$ cat src/rtl/thermal_scalar_damage_eval_defines.svh
// Assertion macros shared by the damage evaluator RTL.
`ifndef THERMAL_SCALAR_DAMAGE_EVAL_DEFINES_SVH
`define THERMAL_SCALAR_DAMAGE_EVAL_DEFINES_SVH
`ifndef NO_ASSERTIONS
`define TSDE_ASSERT(label, prop, msg) \
	label: assert property (@(posedge clk) disable iff (!arst_n) (prop)) else $error(msg);
`define TSDE_NEVER(label, prop, msg) \
	label: assert property (@(posedge clk) disable iff (!arst_n) !(prop)) else $error(msg);
`else
`define TSDE_ASSERT(label, prop, msg)
`define TSDE_NEVER(label, prop, msg)
`endif
`endif

$ cat src/rtl/tsde_pkg.sv
// Types and constants shared by the damage evaluator modules.
`timescale 1ns / 1ps
`default_nettype none
package tsde_pkg;
	localparam int TSDE_EXP_TERMS = 8;
	localparam int TEMP_LAT = 8;
	localparam int STRAIN_W = 32;
	localparam int RATIO_Q = 31;
	localparam int GAMMA_Q = 57;
	localparam int PM_W = 24;
	localparam int DIV_GAP = GAMMA_Q - RATIO_Q;

	localparam logic signed [16:0] TEMP_BASE = 17'sd320;
	localparam logic signed [16:0] TEMP_HIGH = 17'sd12960;
	localparam logic [18:0] K_A = 19'd268435;
	localparam logic [22:0] K_B = 23'd6543114;
	localparam logic [20:0] K_C = 21'd1174405;
	localparam logic [15:0] LN2_Q16 = 16'd45426;
	localparam logic [31:0] ONE_Q30 = 32'd1073741824;
	localparam logic [22:0] X_SAT = 23'd4194304;
	localparam logic [27:0] RCP25 = 28'((64'd1 << 32) / 64'd25);
	localparam logic [24:0] RCP_LN2 = 25'((64'd1 << 40) / 64'd45426);

	typedef enum logic {
		REG_THRESHOLD = 1'b0,
		REG_SOFTENING = 1'b1
	} tsde_reg_t;

	typedef struct packed {
		logic [31:0] peak_strain;
		logic signed [15:0] temperature;
		logic signed [15:0] peak_temperature;
		logic [15:0] thermal_damage;
	} tsde_in_t;

	typedef struct packed {
		logic [15:0] damage;
		logic elastic;
		logic temp_out_of_range;
	} tsde_out_t;

	typedef struct packed {
		logic elastic;
		logic nonpos;
		logic flag;
	} tsde_side_t;
endpackage
`default_nettype wire

$ cat src/rtl/tsde_div.sv
// Pipelined restoring divider, one quotient bit per stage.
`timescale 1ns / 1ps
`default_nettype none
module tsde_div
	import tsde_pkg::*;
#(
	parameter int QUO_W = RATIO_Q,
	parameter int DEN_W = STRAIN_W
) (
	input wire logic clk,
	input wire logic en,
	input wire logic [QUO_W+DEN_W-1:0] num,
	input wire logic [DEN_W-1:0] den,
	output logic [QUO_W-1:0] quo
);
	logic [DEN_W-1:0] rem_s [QUO_W];
	logic [QUO_W-1:0] low_s [QUO_W];
	logic [QUO_W-1:0] quo_s [QUO_W];
	logic [DEN_W-1:0] den_s [QUO_W];

	for (genvar i = 0; i < QUO_W; i++) begin : g_stage
		logic [DEN_W-1:0] rin;
		logic [QUO_W-1:0] lin;
		logic [QUO_W-1:0] qin;
		logic [DEN_W-1:0] din;
		logic [DEN_W:0] trial;
		logic ge;
		if (i == 0) begin : g_first
			assign rin = num[QUO_W+DEN_W-1:QUO_W];
			assign lin = num[QUO_W-1:0];
			assign qin = '0;
			assign din = den;
		end else begin : g_next
			assign rin = rem_s[i-1];
			assign lin = low_s[i-1];
			assign qin = quo_s[i-1];
			assign din = den_s[i-1];
		end
		assign trial = {rin, lin[QUO_W-1]};
		assign ge = trial >= {1'b0, din};
		always_ff @(posedge clk) begin
			if (en) begin
				rem_s[i] <= ge ? DEN_W'(trial - {1'b0, din}) : DEN_W'(trial);
				low_s[i] <= {lin[QUO_W-2:0], 1'b0};
				quo_s[i] <= {qin[QUO_W-2:0], ge};
				den_s[i] <= din;
			end
		end
	end

	assign quo = quo_s[QUO_W-1];
endmodule
`default_nettype wire

$ cat config.mk
export PLATFORM = sky130hd
export DESIGN_NAME = tsde_div
export DESIGN_NICKNAME = d
export VERILOG_FILES = /design/src/rtl/thermal_scalar_damage_eval_defines.svh /design/src/rtl/tsde_pkg.sv /design/src/rtl/tsde_div.sv
export SDC_FILE = /design/constraint.sdc
export NUM_CORES = 2
export LEC_CHECK = 0
export BUFFER_PORTS_ARGS = -buffer_cell sky130_fd_sc_hd__buf_2
export CORE_ASPECT_RATIO = 0.5
export CORE_MARGIN = 3
export CORE_UTILIZATION = 50
export CTS_CLUSTER_DIAMETER = 200
export CTS_CLUSTER_SIZE = 16
export DETAILED_ROUTE_END_ITERATION = 7
export GPL_ROUTABILITY_DRIVEN = 0
export GPL_TIMING_DRIVEN = 0
export PLACE_DENSITY = 0.76
export SYNTH_ARGS = -nofsm -noshare
export SYNTH_HDL_FRONTEND = slang
export SYNTH_SLANG_ARGS = --single-unit
$ cat constraint.sdc
create_clock -name clk -period 10.1 [get_ports clk]
set_clock_uncertainty 0.05 [all_clocks]
set_input_delay 0.505 -clock clk [delete_from_list [all_inputs] [get_ports clk]]
set_output_delay 0.505 -clock clk [all_outputs]
set_load 0.02 [all_outputs]
==> summary.md <==
| Metric | Value |
|---|---|
| Clock power share | `0.150` |
| Final worst path period share | `0.806` |
| Minimum clock period | `8.15 ns` |
| Drt total wl | `290000 µm` |
| CTS buffer count | `206` |
| Share of layout cells above drive strength 1 | `0.0758` |
| Combinational share of power | `0.474` |
| Delay-heaviest family, CP | `buffers and inverters` |
| Count of input and output buffers | `127` |
| RSZ-0062 raised after global routing | `false` |
| Clock-pin slew on the worst setup and hold paths | `0.07 ns` |
| Post-route setup slack | `1.95 ns` |
| Setup TNS | `0 ns` |
| Core area | `297000 µm²` |
| Post-synth EDFFs | `2881` |
| Largest net degree at the start of global routing | `197` |
| Final hold violations | `0` |
| Mapped Cells | `12.6k` |
| Ys flop type | `edfxtp_1` |
| Switching share of power | `0.375` |
| Share of flip-flops with an asynchronous set or reset | `0` |
| Setup violators final | `0` |
| DR WL/cell | `17.1 µm` |
| DPL Wire Length | `214000 µm` |
| Net Switching | `18.6 mW` |
| Hold WC Path Type | `input pin to register` |
| Vias in the first global route | `95.3k` |
| DRT antenna net count | `0` |
| Max Slew Vio Count | `0` |
| CP max-delay cell | `buf_16` |
| CP Class | `input pin to register` |
| Final total power | `49.6 mW` |
| Area added between synthesis and finish | `8.22%` |
| Critical Path Fanout Max | `196` |
| Die Ht | `394 µm` |
| DRC violations left | `0` |
| Io pins | `128` |
| Post-CTS sizing | `0` |
| Synth area leaders | `edfxtp_1 (58%), ha_1 (8.3%), mux2_2 (3.3%)` |
| CP startpoint kind | `input pin` |
| Most used cell, CP | `buf_16` |
| Synth top area share | `0.575` |
| Most frequent cells in the layout | `edfxtp_1 (2881), inv_1 (1271), ha_1 (992), a21oi_1 (948), nand2_1 (897)` |
| Reg power frac | `0.376` |
| Instance area at placement | `157000 µm²` |
| DRT iter0 DRCs | `6843` |
| Worst-case hold slack | `0.137 ns` |
| Die area | `308000 µm²` |
| Synth Area per Inst | `12.0 µm²` |
| Outcome | `completed` |
| Required @ worst endpoint | `10.51 ns` |
| Cell-internal power | `31.0 mW` |
| Vias per inst | `5.65` |
| Flop2flop setup slack | `5.22 ns` |
| Ys Warns | `0` |
| Critical Path, Cell by Cell | `buf_12 -> buf_16 -> buf_16 -> buf_16 -> buf_16 -> buf_16 -> buf_16 -> buf_16 -> buf_16 -> buf_16 -> buf_16 -> buf_16 -> buf_16` |
| Fill cells | `23.9k` |
| Tightest Pin Transition | `1.28 ns` |
| Starting utilization of the core area | `0.506` |
| Initial antenna violation count | `2` |
| DR pass1 iterations | `8` |
| Chip Width | `782 µm` |
| Commonest non-fill, non-tap cell in the layout | `edfxtp_1` |
| Max Cap Viol | `0` |
| Distinct cells, synth | `105` |
| Post-synthesis sequential area ratio | `0.575` |
| Worst slack, placed | `0.778 ns` |
| Fin nets | `14.1k` |
| Grt total ovfl | `0` |
| Fmax | `123 MHz` |
| CP arrival | `8.55 ns` |
| Slew margin rel. | `0.137` |
| Max Root-Sink Buffers | `4` |
| Synth area leader | `edfxtp_1` |
| Worst setup EP type | `register` |
| CP peak stage delay | `0.67 ns` |
| Power per Cell Area | `305 nW/µm²` |
| Count of state elements after synthesis | `2881` |
| CP bufs+invs | `13` |
| Hold buffers post-CTS | `94` |
| VDD IR max | `0.170 mV` |
| Vias post-DR | `96.2k` |
| Pleak | `64.7 nW` |
| Cell area after synthesis | `150000 µm²` |
| Row count | `141` |
| Syn Nets | `13.7k` |
| Diode count | `0` |
| GRT Util Overall | `0.180` |
| CTS tree | `done` |
| Clock Sink Count | `2881` |
| H-Tree Level Count | `4` |
| Setup repair bufs after CTS | `0` |
| Clock root buffer master | `clkbuf_16` |
| Clk_lat worst skew | `0.90 ns` |
| First-pass GRT wire length | `460000 µm` |
| Final instance area | `163000 µm²` |
==> final cells by class <==
| class | instances | area (µm²) | share of cell area |
|---|---|---|---|
| clock inverter | 7 | 103 | 0.000631 |
| multi-input combinational | 8094 | 57700 | 0.355 |
| clock buffer | 207 | 5160 | 0.0317 |
| sequential | 2881 | 86500 | 0.532 |
| buffer | 309 | 1350 | 0.00829 |
| tap | 4004 | 5010 | 0.0308 |
| timing repair buffer | 239 | 2090 | 0.0128 |
| inverter | 1271 | 4770 | 0.0293 |
==> routing by layer <==
metal / wire [µm] / global-route usage / vias to the layer above
li1: - / - / 46966
met4: 21100 / 0.120 / 0
met2: 149000 / 0.337 / 2933
met1: 109000 / 0.190 / 45223
met3: 11300 / 0.0217 / 1053
met5: 0 / 0 / -
==> cell usage after synthesis, drive strengths merged (138+ instances only) <==
master	number
a21o	462
xor2	341
nor2b	138
nand2	897
edfxtp	2881
mux2	451
inv	1271
a21oi	952
xnor2	457
nand4	186
o21ai	838
nand3	242
clkbuf	222
ha	992
nor2	562
==> power by group through the flow <==
stage                     Combinational, mW  Sequential (mW)  Clock [mW]
after floorplan                        18.0             18.3           0
after global placement                 22.4             19.9           0
after detailed placement               23.0             18.9           0
after CTS                              23.2             18.6        7.74
after global routing                   25.9             18.9        8.20
final                                  23.5             18.7        7.43
==> logic make-up (layout without fill, tap and decap cells) <==
logic type | count (synthesis) | count (layout) | synth area share
XOR/XNOR | 798 | 798 | 0.0465
multiplexers | 500 | 500 | 0.0372
flip-flops | 2881 | 2881 | 0.575
adder cells (fa/ha/maj) | 1022 | 1022 | 0.0865
AND/OR/NAND/NOR | 2609 | 2609 | 0.0825
AO/OA/AOI/OAI | 3165 | 3165 | 0.131
buffers and inverters | 1580 | 2033 | 0.0407
==> worst paths after layout <==
kind            startpoint            end  cells past startpoint
min reg2reg  quo_s[0][477]   quo_s[1][13]                      0
max                     en    den_s[0][9]                     13
min                     en  rem_s[1][441]                      1
max reg2reg   rem_s[1][73]  rem_s[1][126]                     13
==> worst register-to-register path, stage by stage (launching register included) <==
cell      delay (ns)
edfxtp_1        0.42
ha_1            0.31
clkbuf_1        0.18
and3_1          0.26
a221oi_1        0.40
o21ai_0         0.16
nor2_1          0.20
o21a_1          0.26
a21oi_1         0.21
a21o_1          0.29
a21oi_1         0.42
clkbuf_1        0.52
clkbuf_1        0.65
o21ai_0         0.23
==> per-stage QoR <==
| step | std cells | utilization |
|---|---|---|
| floorplan | 12555 | - |
| global placement | 16686 | 0.525 |
| detailed placement | 16704 | 0.527 |
| CTS | 17012 | 0.547 |
| global route | 17012 | 0.547 |
| finish | 17012 | 0.547 |
==> state kept, by name (all words and copies together) (netlist names) <==
register  cells
quo_s       496
rem_s       960
low_s       465
den_s       960
Power figures use the tool's default switching activity.
